**config.mk**
```make
export PLATFORM = sky130hd
export DESIGN_NAME = cyclic_relabeling_equivalence_check_core_flat
export DESIGN_NICKNAME = d
export VERILOG_FILES = /design/src/rtl/crec_pkg.sv /design/src/rtl/crec_if.sv /design/src/rtl/crec_ctrl.sv /design/src/rtl/crec_dp.sv /design/src/rtl/cyclic_relabeling_equivalence_check_core.sv /design/src/flat_wrapper.sv
export SDC_FILE = /design/constraint.sdc
export NUM_CORES = 2
export LEC_CHECK = 0
export ABC_AREA = 1
export BUFFER_PORTS_ARGS = -buffer_cell sky130_fd_sc_hd__buf_2
export CAP_MARGIN = 20
export CORE_MARGIN = 4
export CORE_UTILIZATION = 45
export CTS_CLUSTER_DIAMETER = 200
export DETAILED_ROUTE_END_ITERATION = 10
export HOLD_SLACK_MARGIN = 0.12
export SLEW_MARGIN = 20
export SYNTH_ARGS = -nofsm -noshare
export SYNTH_HDL_FRONTEND = slang
export SYNTH_SLANG_ARGS = --single-unit
```
**constraint.sdc**
```tcl
create_clock -name clk -period 7.9 [get_ports clk]
set_input_delay 0.395 -clock clk [delete_from_list [all_inputs] [get_ports clk]]
set_output_delay 0.395 -clock clk [all_outputs]
set_load 0.03 [all_outputs]
```
**src/rtl/crec_pkg.sv**
```systemverilog
// ----------------------------------------------------------------------------
// crec_pkg
// Shared sizes, field widths and the command/status bundles that link the
// controller and the datapath of the cyclic relabeling equivalence check.
// ----------------------------------------------------------------------------
`default_nettype none

package crec_pkg;

    // Sequence and label limits
    localparam int MAX_LEN   = 64;
    localparam int MAX_LABEL = 64;

    // Payload field widths
    localparam int LABEL_W = 7;
    localparam int SHIFT_W = 6;

    // Derived widths
    localparam int ADDR_W    = $clog2(MAX_LEN);
    localparam int LEN_W     = $clog2(MAX_LEN + 1);
    localparam int LBL_IDX_W = $clog2(MAX_LABEL + 1);

    // Controller to datapath
    typedef struct packed {
        logic search_init;  // zero the shift counter
        logic shift_init;   // clear map marks, rewind element and rotation pointers
        logic commit;       // record the current label pair in the map
        logic next_elem;    // advance element and rotation pointers
        logic next_shift;   // advance to the next rotation
        logic emit;         // load the result register
        logic found;        // result value for emit
    } crec_cmd_t;

    // Datapath to controller
    typedef struct packed {
        logic mismatch;     // stored lengths differ or reference empty
        logic bad_label;    // fetched label lies above MAX_LABEL
        logic conflict;     // current label pair breaks the one-to-one map
        logic last_elem;    // current element is the last of the sequence
        logic last_shift;   // current rotation is the last one
        logic out_free;     // result register can take a new transaction
    } crec_status_t;

endpackage

`default_nettype wire

```
**src/rtl/crec_if.sv**
```systemverilog
// ----------------------------------------------------------------------------
// crec_if
// Valid/ready channels: label input and check result output.
// ----------------------------------------------------------------------------
`default_nettype none

interface crec_label_if;
    logic                          valid;
    logic                          ready;
    logic                          req_type;
    logic [crec_pkg::LABEL_W-1:0]  label;
    logic                          last;

    modport source (output valid, output req_type, output label, output last,
                    input ready);
    modport sink   (input valid, input req_type, input label, input last,
                    output ready);
endinterface

interface crec_result_if;
    logic                          valid;
    logic                          ready;
    logic                          equivalent;
    logic [crec_pkg::SHIFT_W-1:0]  shift_found;
    logic                          length_mismatch;
    logic                          overflow;

    modport source (output valid, output equivalent, output shift_found,
                    output length_mismatch, output overflow, input ready);
    modport sink   (input valid, input equivalent, input shift_found,
                    input length_mismatch, input overflow, output ready);
endinterface

`default_nettype wire

```
**src/rtl/crec_ctrl.sv**
```systemverilog
// ----------------------------------------------------------------------------
// crec_ctrl
// Sequencer for the shift search: loads labels while idle, then walks
// rotations and elements through the datapath and issues the result.
// ----------------------------------------------------------------------------
`default_nettype none

module crec_ctrl (
    input  wire logic                   clk,
    input  wire logic                   rst_n,
    input  wire logic                   accept,
    input  wire logic                   req_type,
    input  wire logic                   last,
    input  wire crec_pkg::crec_status_t status,
    output logic                        in_ready,
    output crec_pkg::crec_cmd_t         cmd
);

    localparam logic [2:0] ST_IDLE  = 3'd0;
    localparam logic [2:0] ST_START = 3'd1;
    localparam logic [2:0] ST_CLR   = 3'd2;
    localparam logic [2:0] ST_RD    = 3'd3;
    localparam logic [2:0] ST_MAP   = 3'd4;
    localparam logic [2:0] ST_CMP   = 3'd5;
    localparam logic [2:0] ST_OUT   = 3'd6;

    logic [2:0] state_reg;
    logic [2:0] state_next;
    logic       found_reg;
    logic       found_next;

    assign in_ready = (state_reg == ST_IDLE);

    always_comb
    begin
        cmd        = '0;
        state_next = state_reg;
        found_next = found_reg;
        unique case (state_reg)
            ST_IDLE:
            begin
                if (accept && req_type && last)
                begin
                    state_next = ST_START;
                end
            end
            ST_START:
            begin
                found_next = 1'b0;
                if (status.mismatch)
                begin
                    state_next = ST_OUT;
                end
                else
                begin
                    cmd.search_init = 1'b1;
                    state_next      = ST_CLR;
                end
            end
            ST_CLR:
            begin
                cmd.shift_init = 1'b1;
                state_next     = ST_RD;
            end
            ST_RD:
            begin
                state_next = ST_MAP;
            end
            ST_MAP:
            begin
                if (!status.bad_label)
                begin
                    state_next = ST_CMP;
                end
                else if (status.last_shift)
                begin
                    state_next = ST_OUT;
                end
                else
                begin
                    cmd.next_shift = 1'b1;
                    state_next     = ST_CLR;
                end
            end
            ST_CMP:
            begin
                if (!status.conflict)
                begin
                    cmd.commit = 1'b1;
                    if (status.last_elem)
                    begin
                        found_next = 1'b1;
                        state_next = ST_OUT;
                    end
                    else
                    begin
                        cmd.next_elem = 1'b1;
                        state_next    = ST_RD;
                    end
                end
                else if (status.last_shift)
                begin
                    state_next = ST_OUT;
                end
                else
                begin
                    cmd.next_shift = 1'b1;
                    state_next     = ST_CLR;
                end
            end
            ST_OUT:
            begin
                cmd.found = found_reg;
                if (status.out_free)
                begin
                    cmd.emit   = 1'b1;
                    state_next = ST_IDLE;
                end
            end
            default:
            begin
                state_next = ST_IDLE;
            end
        endcase
    end

    always_ff @(posedge clk or negedge rst_n)
    begin
        if (!rst_n)
        begin
            state_reg <= ST_IDLE;
            found_reg <= 1'b0;
        end
        else
        begin
            state_reg <= state_next;
            found_reg <= found_next;
        end
    end

endmodule

`default_nettype wire

```
**src/rtl/crec_dp.sv**
```systemverilog
// ----------------------------------------------------------------------------
// crec_dp
// Sequence stores, length and overflow tracking, rotation/element pointers,
// label map with valid and used marks, and the result register.
// ----------------------------------------------------------------------------
`default_nettype none

module crec_dp (
    input  wire logic                          clk,
    input  wire logic                          rst_n,
    input  wire crec_pkg::crec_cmd_t           cmd,
    output crec_pkg::crec_status_t             status,
    input  wire logic                          accept,
    input  wire logic                          req_type,
    input  wire logic [crec_pkg::LABEL_W-1:0]  label,
    input  wire logic                          last,
    input  wire logic                          out_ready,
    output logic                               out_valid,
    output logic                               equivalent,
    output logic [crec_pkg::SHIFT_W-1:0]       shift_found,
    output logic                               length_mismatch,
    output logic                               overflow
);

    // Sequence stores
    logic [crec_pkg::LABEL_W-1:0] ref_mem  [crec_pkg::MAX_LEN];
    logic [crec_pkg::LABEL_W-1:0] cand_mem [crec_pkg::MAX_LEN];
    logic [crec_pkg::LABEL_W-1:0] ref_rd_reg;
    logic [crec_pkg::LABEL_W-1:0] cand_rd_reg;

    // Lengths and overflow marks
    logic [crec_pkg::LEN_W-1:0]   ref_len_reg;
    logic [crec_pkg::LEN_W-1:0]   cand_len_reg;
    logic                         ref_ovf_reg;
    logic                         cand_ovf_reg;
    logic                         ref_done_reg;

    // Search pointers
    logic [crec_pkg::ADDR_W-1:0]  k_reg;
    logic [crec_pkg::ADDR_W-1:0]  i_reg;
    logic [crec_pkg::ADDR_W-1:0]  r_reg;

    // Label map
    logic [crec_pkg::LABEL_W-1:0] map_mem [crec_pkg::MAX_LABEL + 1];
    logic [crec_pkg::LABEL_W-1:0] map_rd_reg;
    logic [crec_pkg::MAX_LABEL:0] map_valid_reg;
    logic [crec_pkg::MAX_LABEL:0] map_used_reg;

    // Result register
    logic                         out_valid_reg;
    logic                         equivalent_reg;
    logic [crec_pkg::SHIFT_W-1:0] shift_reg;
    logic                         mismatch_reg;
    logic                         overflow_reg;

    logic [crec_pkg::LEN_W-1:0]     ref_base;
    logic                           ref_room;
    logic                           ref_wr;
    logic                           cand_room;
    logic                           cand_wr;
    logic [crec_pkg::LBL_IDX_W-1:0] y_idx;
    logic [crec_pkg::LBL_IDX_W-1:0] x_idx;
    logic                           r_wrap;
    logic                           len_mismatch;

    // A reference label after a finished reference starts a new one
    assign ref_base  = ref_done_reg ? '0 : ref_len_reg;
    assign ref_room  = (32'(ref_base) < crec_pkg::MAX_LEN);
    assign ref_wr    = accept && !req_type && ref_room;
    assign cand_room = (32'(cand_len_reg) < crec_pkg::MAX_LEN);
    assign cand_wr   = accept && req_type && cand_room;

    assign y_idx  = crec_pkg::LBL_IDX_W'(ref_rd_reg);
    assign x_idx  = crec_pkg::LBL_IDX_W'(cand_rd_reg);
    assign r_wrap = ((crec_pkg::LEN_W'(r_reg) + crec_pkg::LEN_W'(1)) == cand_len_reg);

    assign len_mismatch = (ref_len_reg != cand_len_reg) || (ref_len_reg == '0);

    assign status.mismatch   = len_mismatch;
    assign status.bad_label  = (32'(ref_rd_reg) > crec_pkg::MAX_LABEL)
                            || (32'(cand_rd_reg) > crec_pkg::MAX_LABEL);
    assign status.conflict   = map_valid_reg[y_idx] ? (map_rd_reg != cand_rd_reg)
                                                    : map_used_reg[x_idx];
    assign status.last_elem  = ((crec_pkg::LEN_W'(i_reg) + crec_pkg::LEN_W'(1))
                                == cand_len_reg);
    assign status.last_shift = ((crec_pkg::LEN_W'(k_reg) + crec_pkg::LEN_W'(1))
                                == cand_len_reg);
    assign status.out_free   = !out_valid_reg || out_ready;

    // Sequence memories: one write port for loading, one registered read port
    always_ff @(posedge clk)
    begin
        if (ref_wr)
        begin
            ref_mem[ref_base[crec_pkg::ADDR_W-1:0]] <= label;
        end
        if (cand_wr)
        begin
            cand_mem[cand_len_reg[crec_pkg::ADDR_W-1:0]] <= label;
        end
        ref_rd_reg  <= ref_mem[r_reg];
        cand_rd_reg <= cand_mem[i_reg];
    end

    // Label map memory: written on a fresh pairing, read at the reference label
    always_ff @(posedge clk)
    begin
        if (cmd.commit && !map_valid_reg[y_idx])
        begin
            map_mem[y_idx] <= cand_rd_reg;
        end
        map_rd_reg <= map_mem[y_idx];
    end

    always_ff @(posedge clk or negedge rst_n)
    begin
        if (!rst_n)
        begin
            ref_len_reg   <= '0;
            cand_len_reg  <= '0;
            ref_ovf_reg   <= 1'b0;
            cand_ovf_reg  <= 1'b0;
            ref_done_reg  <= 1'b0;
            k_reg         <= '0;
            i_reg         <= '0;
            r_reg         <= '0;
            map_valid_reg <= '0;
            map_used_reg  <= '0;
            out_valid_reg <= 1'b0;
        end
        else
        begin
            // Reference load
            if (accept && !req_type)
            begin
                ref_len_reg  <= ref_room ? ref_base + crec_pkg::LEN_W'(1) : ref_base;
                ref_ovf_reg  <= (ref_done_reg ? 1'b0 : ref_ovf_reg) || !ref_room;
                ref_done_reg <= last;
            end

            // Candidate load; drop the candidate once its result goes out
            if (cmd.emit)
            begin
                cand_len_reg <= '0;
                cand_ovf_reg <= 1'b0;
            end
            else if (accept && req_type)
            begin
                if (cand_room)
                begin
                    cand_len_reg <= cand_len_reg + crec_pkg::LEN_W'(1);
                end
                else
                begin
                    cand_ovf_reg <= 1'b1;
                end
            end

            // Rotation and element pointers
            if (cmd.search_init)
            begin
                k_reg <= '0;
            end
            else if (cmd.next_shift)
            begin
                k_reg <= k_reg + crec_pkg::ADDR_W'(1);
            end

            if (cmd.shift_init)
            begin
                i_reg         <= '0;
                r_reg         <= k_reg;
                map_valid_reg <= '0;
                map_used_reg  <= '0;
            end
            else
            begin
                if (cmd.next_elem)
                begin
                    i_reg <= i_reg + crec_pkg::ADDR_W'(1);
                    r_reg <= r_wrap ? '0 : r_reg + crec_pkg::ADDR_W'(1);
                end
                if (cmd.commit && !map_valid_reg[y_idx])
                begin
                    map_valid_reg[y_idx] <= 1'b1;
                    map_used_reg[x_idx]  <= 1'b1;
                end
            end

            // Result handshake
            if (cmd.emit)
            begin
                out_valid_reg <= 1'b1;
            end
            else if (out_ready)
            begin
                out_valid_reg <= 1'b0;
            end
        end
    end

    always_ff @(posedge clk)
    begin
        if (cmd.emit)
        begin
            equivalent_reg <= cmd.found;
            shift_reg      <= cmd.found ? crec_pkg::SHIFT_W'(k_reg) : '0;
            mismatch_reg   <= len_mismatch;
            overflow_reg   <= ref_ovf_reg || cand_ovf_reg;
        end
    end

    assign out_valid       = out_valid_reg;
    assign equivalent      = equivalent_reg;
    assign shift_found     = shift_reg;
    assign length_mismatch = mismatch_reg;
    assign overflow        = overflow_reg;

endmodule

`default_nettype wire

```
**src/rtl/cyclic_relabeling_equivalence_check_core.sv**
```systemverilog
// ----------------------------------------------------------------------------
// cyclic_relabeling_equivalence_check_core
// Checks whether a candidate label sequence equals some rotation of a stored
// reference sequence under a one-to-one relabeling.
// ----------------------------------------------------------------------------
// Labels arrive one transaction per cycle on label_ch: req_type 0 appends to
// the reference, req_type 1 to the candidate, and last closes the sequence.
// Up to MAX_LEN labels are kept per sequence; extras are dropped and flagged
// as overflow. A reference label after a closed reference starts a fresh
// one. The candidate's last label triggers the check, which yields exactly
// one transaction on result_ch. While the check runs, label_ch.ready is low.
// Search: after the triggering label, a length mismatch answers without a
// search. Otherwise the search tries rotations k = 0, 1, ..., n-1 in order
// and stops at the first success; each rotation first clears the map marks,
// then takes each compared element through a sequence memory read, a map
// memory read, and a compare and update, and it stops at the first conflict
// or out-of-range label. The single-ported label map memory sets this pace.
// A finished result waits in an output register, so new labels are accepted
// while the previous result is still pending.
// ----------------------------------------------------------------------------
`default_nettype none

module cyclic_relabeling_equivalence_check_core (
    input  wire logic     clk,
    input  wire logic     rst_n,
    crec_label_if.sink    label_ch,
    crec_result_if.source result_ch
);

    crec_pkg::crec_cmd_t    cmd;
    crec_pkg::crec_status_t status;
    logic                   in_ready;
    logic                   accept;

    // A label transaction completes when both sides agree
    assign label_ch.ready = in_ready;
    assign accept         = label_ch.valid && in_ready;

    // Sequencer: holds label_ch off during the search and paces the datapath
    crec_ctrl u_ctrl (
        .clk      (clk),
        .rst_n    (rst_n),
        .accept   (accept),
        .req_type (label_ch.req_type),
        .last     (label_ch.last),
        .status   (status),
        .in_ready (in_ready),
        .cmd      (cmd)
    );

    // Storage, map marks, pointers and the result register
    crec_dp u_dp (
        .clk             (clk),
        .rst_n           (rst_n),
        .cmd             (cmd),
        .status          (status),
        .accept          (accept),
        .req_type        (label_ch.req_type),
        .label           (label_ch.label),
        .last            (label_ch.last),
        .out_ready       (result_ch.ready),
        .out_valid       (result_ch.valid),
        .equivalent      (result_ch.equivalent),
        .shift_found     (result_ch.shift_found),
        .length_mismatch (result_ch.length_mismatch),
        .overflow        (result_ch.overflow)
    );

endmodule

`default_nettype wire

```
**src/flat_wrapper.sv**
```systemverilog
// flat-port wrapper written by rule: the top's interface ports become plain ports
module cyclic_relabeling_equivalence_check_core_flat 
  (clk, rst_n, label_ch_valid, label_ch_req_type, label_ch_label, label_ch_last, label_ch_ready, result_ch_valid, result_ch_equivalent, result_ch_shift_found, result_ch_length_mismatch, result_ch_overflow, result_ch_ready);
  crec_label_if label_ch_i ();
  crec_result_if result_ch_i ();
  input  wire logic clk;
  input  wire logic rst_n;
  input wire logic [$bits(label_ch_i.valid)-1:0] label_ch_valid;
  input wire logic [$bits(label_ch_i.req_type)-1:0] label_ch_req_type;
  input wire logic [$bits(label_ch_i.label)-1:0] label_ch_label;
  input wire logic [$bits(label_ch_i.last)-1:0] label_ch_last;
  output wire logic [$bits(label_ch_i.ready)-1:0] label_ch_ready;
  output wire logic [$bits(result_ch_i.valid)-1:0] result_ch_valid;
  output wire logic [$bits(result_ch_i.equivalent)-1:0] result_ch_equivalent;
  output wire logic [$bits(result_ch_i.shift_found)-1:0] result_ch_shift_found;
  output wire logic [$bits(result_ch_i.length_mismatch)-1:0] result_ch_length_mismatch;
  output wire logic [$bits(result_ch_i.overflow)-1:0] result_ch_overflow;
  input wire logic [$bits(result_ch_i.ready)-1:0] result_ch_ready;
  assign label_ch_i.valid = label_ch_valid;
  assign label_ch_i.req_type = label_ch_req_type;
  assign label_ch_i.label = label_ch_label;
  assign label_ch_i.last = label_ch_last;
  assign label_ch_ready = label_ch_i.ready;
  assign result_ch_valid = result_ch_i.valid;
  assign result_ch_equivalent = result_ch_i.equivalent;
  assign result_ch_shift_found = result_ch_i.shift_found;
  assign result_ch_length_mismatch = result_ch_i.length_mismatch;
  assign result_ch_overflow = result_ch_i.overflow;
  assign result_ch_i.ready = result_ch_ready;
  cyclic_relabeling_equivalence_check_core u_core (.clk(clk), .rst_n(rst_n), .label_ch(label_ch_i), .result_ch(result_ch_i));
endmodule
```
==> impl_metrics.csv <==
group,metric,value,unit
timing,setup_tns,0,ps
placed_design,place_hpwl,99.2,mm
timing,period_needed,4550,ps
routing,final_antenna_net_count,0,
power,p_int,15400,uW
routing,met2_length,77.8,mm
clock_tree,worst_skew_pair.late_latency,800,ps
synthesis,synth.top_cell.area_share,66.0,%
routing,drcViolationCount,0,
timing,slew_violations,0,
global_routing,grt_pass1_vias,38558,
synthesis,yosys_warnings,0,
setup_path,endpoint_kind,"flip-flop",
timing,max_freq,220,MHz
setup_path,path_max_fanout,74,
clock_tree,cts-hold-fix-buffers,11,
timing,hold_viol,0,
timing,slew_headroom,21.8,%
floorplanning,initial_utilization,45.5,%
timing,setup_viol,0,
flow_run,cap_violations,0,
global_routing,antenna_found_initial,9,
synthesis,synth_top_area_cell,"edfxtp_1",
power,switching_power,8050,uW
worst_hold_path,hold_path_startpoint,"label_ch_label[5]",
placed_design,port_buffers,23,
power,powerDensity,339,nW/um^2
routing,routed-wl-met3,13.8,mm
clock_tree,cts.sinks,1551,
global_routing,grt_overflow_total,0,
floorplanning,dieArea,143000,sq um
floorplanning,die_h,379,um
cells_and_area,area_growth,11.8,%
setup_path,critPathLaunchType,"flip-flop",
setup_path,worstReg2RegStart,"u_core.u_dp.ref_rd_reg[0]",
routing,wl_per_cell,24.9,um
setup_path,startpoint,"u_core.u_dp.ref_rd_reg[0]",
synthesis,synth_cell_type_count,50,
routing,viasPerCell,5.88,
synthesis,syn_area_per_cell,12.6,sq um
floorplanning,row_count,135,
worst_hold_path,hold_path.class,"in -> reg",
setup_path,worstPathArrival,4980,ps
timing,rsz0062_at_grt,"no",
synthesis,synth_edf_count,1360,
power,ir_worst_vdd,0.304,mV
cells_and_area,final_common_cell,"edfxtp_1",
routing,routed.top_layer,"met5",
cells_and_area,largest_register,"u_core.u_dp.map_mem",
clock_tree,numCtsBuffers,159,
cells_and_area,largest_register_ffs,455,
clock_tree,htree_levels,4,
setup_path,cp.required,8330,ps
setup_path,crit_type,"reg -> reg",
status,outcome,"finished, final reports clean",
synthesis,synth_area_leaders,"edfxtp_1 66%, dfrtp_1 6.9%, nand2_1 4.7%",
routing,dr.pass1.iters,6,
cells_and_area,fin_nets,4916,
clock_tree,cts_setup_buffers,0,
floorplanning,die_w,379,um
placed_design,gp_congestion,0.860,
routing,m1WireLength,73.7,mm
synthesis,ys_ff_latch,1551,
clock_tree,path_clk_slew,60,ps
synthesis,synthCells,4922,
clock_tree,root_buffer,"clkbuf_16",
synthesis,syn_area,61900,sq um
power,p_leak,0.0235,uW
timing,whs,163,ps
routing,wirelength,170,mm
synthesis,synth_fp_nets,4940,
floorplanning,top_level_ports,24,
power,pwr-share-comb,24.5,%
power,p_clk_share,33.1,%
floorplanning,core_area,136000,sq um
global_routing,grt_pass1_wl,253,mm
synthesis,synth_ff_type,"edfxtp_1",
timing,worst_pin_slew,1170,ps
global_routing,grt_max_degree,144,
routing,drt_iter0_drc,4560,
cells_and_area,layout_common_cells,"1360 x edfxtp_1, 772 x nand2_1, 619 x nor2_1",
power,power,23500,uW
clock_tree,ctsResizeCount,0,
timing,fin_skew,34.8,ps
power,p_sw_share,34.3,%
cells_and_area,drive_gt1_share,8.69,%
timing,fin_crit_sh,57.6,%
synthesis,synthArstFlopShare,11.0,%
clock_tree,cts_tree,"done",
clock_tree,ctsLongestPathBuffers,3,
routing,num_vias,40052,
power,p_seq_share,42.4,%
synthesis,ys_seq_area_share,73.6,%
global_routing,track_usage,23.5,%
critical path: stages, from the launching register on:
cell	delay [ps]
dfxtp_2	910
inv_2	500
o21ai_1	230
nand2_1	60
nor2_1	90
nor2_1	50
nor2_1	90
nand2_1	60
nand2_1	110
nand2_1	70
nor2_1	160
nand2_2	130
nor2_4	100
buf_4	820
nand2_8	270
nor2_2	490
layout make-up:
cell class	instances	area (sq um)
tap	1781	2230
timing repair buffer	90	689
sequential	1551	45500
antenna	1	2.50
clock inverter	103	1270
inverter	211	798
fill	11607	66800
multi-input combinational	2885	14500
clock buffer	191	4150
worst paths after layout:
path,slack [ps],cells past startpoint,end
max,3350,15,u_core.u_dp.map_mem[24][1]
min,160,1,u_core.u_dp.cand_mem[39][5]
max reg2reg,3350,15,u_core.u_dp.map_mem[24][1]
min reg2reg,470,2,u_core.u_dp.map_rd_reg[0]
max in group asynchronous,6300,3,u_core.u_dp.map_used_reg[13]
min in group asynchronous,170,2,u_core.u_dp.map_valid_reg[15]
synthesized netlist by cell type (8+ instances only):
library cell,instances
nand3_1,205
xnor2_1,8
a221oi_1,50
buf_1,11
o22ai_1,77
o21ai_0,340
clkinv_1,10
a22oi_1,55
clkbuf_1,226
xor2_1,16
dfxtp_1,21
nor2_1,624
nor2_2,66
nand2_1,774
inv_1,193
nand4_1,89
a31oi_1,26
a21oi_1,298
nand2_8,8
o211ai_1,10
dfrtp_1,170
nor3_1,11
inv_2,8
a22o_1,19
edfxtp_1,1360
buf_2,23
o221ai_1,160
per-layer routing:
| layer | up-vias | global-route usage, % |
|---|---|---|
| met1 | 20027 | 34.5 |
| met2 | 1753 | 36.1 |
| met3 | 270 | 4.17 |
| met5 | - | 0 |
| met4 | 2 | 7.04 |
| li1 | 18000 | - |
power groups by stage:
stage | Clock, uW | Sequential (uW) | Combinational (uW)
4_1_cts | 7890 | 9930 | 5700
6_report | 7770 | 9930 | 5750
3_5_place_dp | 0 | 10100 | 5670
2_1_floorplan | 0 | 9920 | 3480
5_1_grt | 8260 | 9960 | 6200
3_3_place_gp | 0 | 10100 | 5650
through the flow:
| step | instance area [sq um] | setup WS [ps] | util [%] | cells |
|---|---|---|---|---|
| 6_report | 69100 | 3350 | 50.8 | 6813 |
| 5_1_grt | 69100 | 3090 | 50.8 | 6812 |
| 4_1_cts | 69100 | 3400 | 50.8 | 6811 |
| 3_5_place_dp | 63600 | 3410 | 46.8 | 6506 |
| 3_3_place_gp | 63600 | 3510 | 46.8 | 6505 |
| 2_1_floorplan | 61900 | 4580 | - | 4922 |
cells by family after synthesis:
kind of cell / after synthesis / share of synthesized area [%]
AND/OR/NAND/NOR: 1798 / 12.3
flip-flops: 1551 / 73.6
AO/OA/AOI/OAI: 1057 / 10.5
buffers and inverters: 486 / 3.15
XOR/XNOR: 24 / 0.340
adder cells (fa/ha/maj): 5 / 0.101
multiplexers: 1 / 0.0162
No activity file was read; power rests on OpenSTA's default activity.
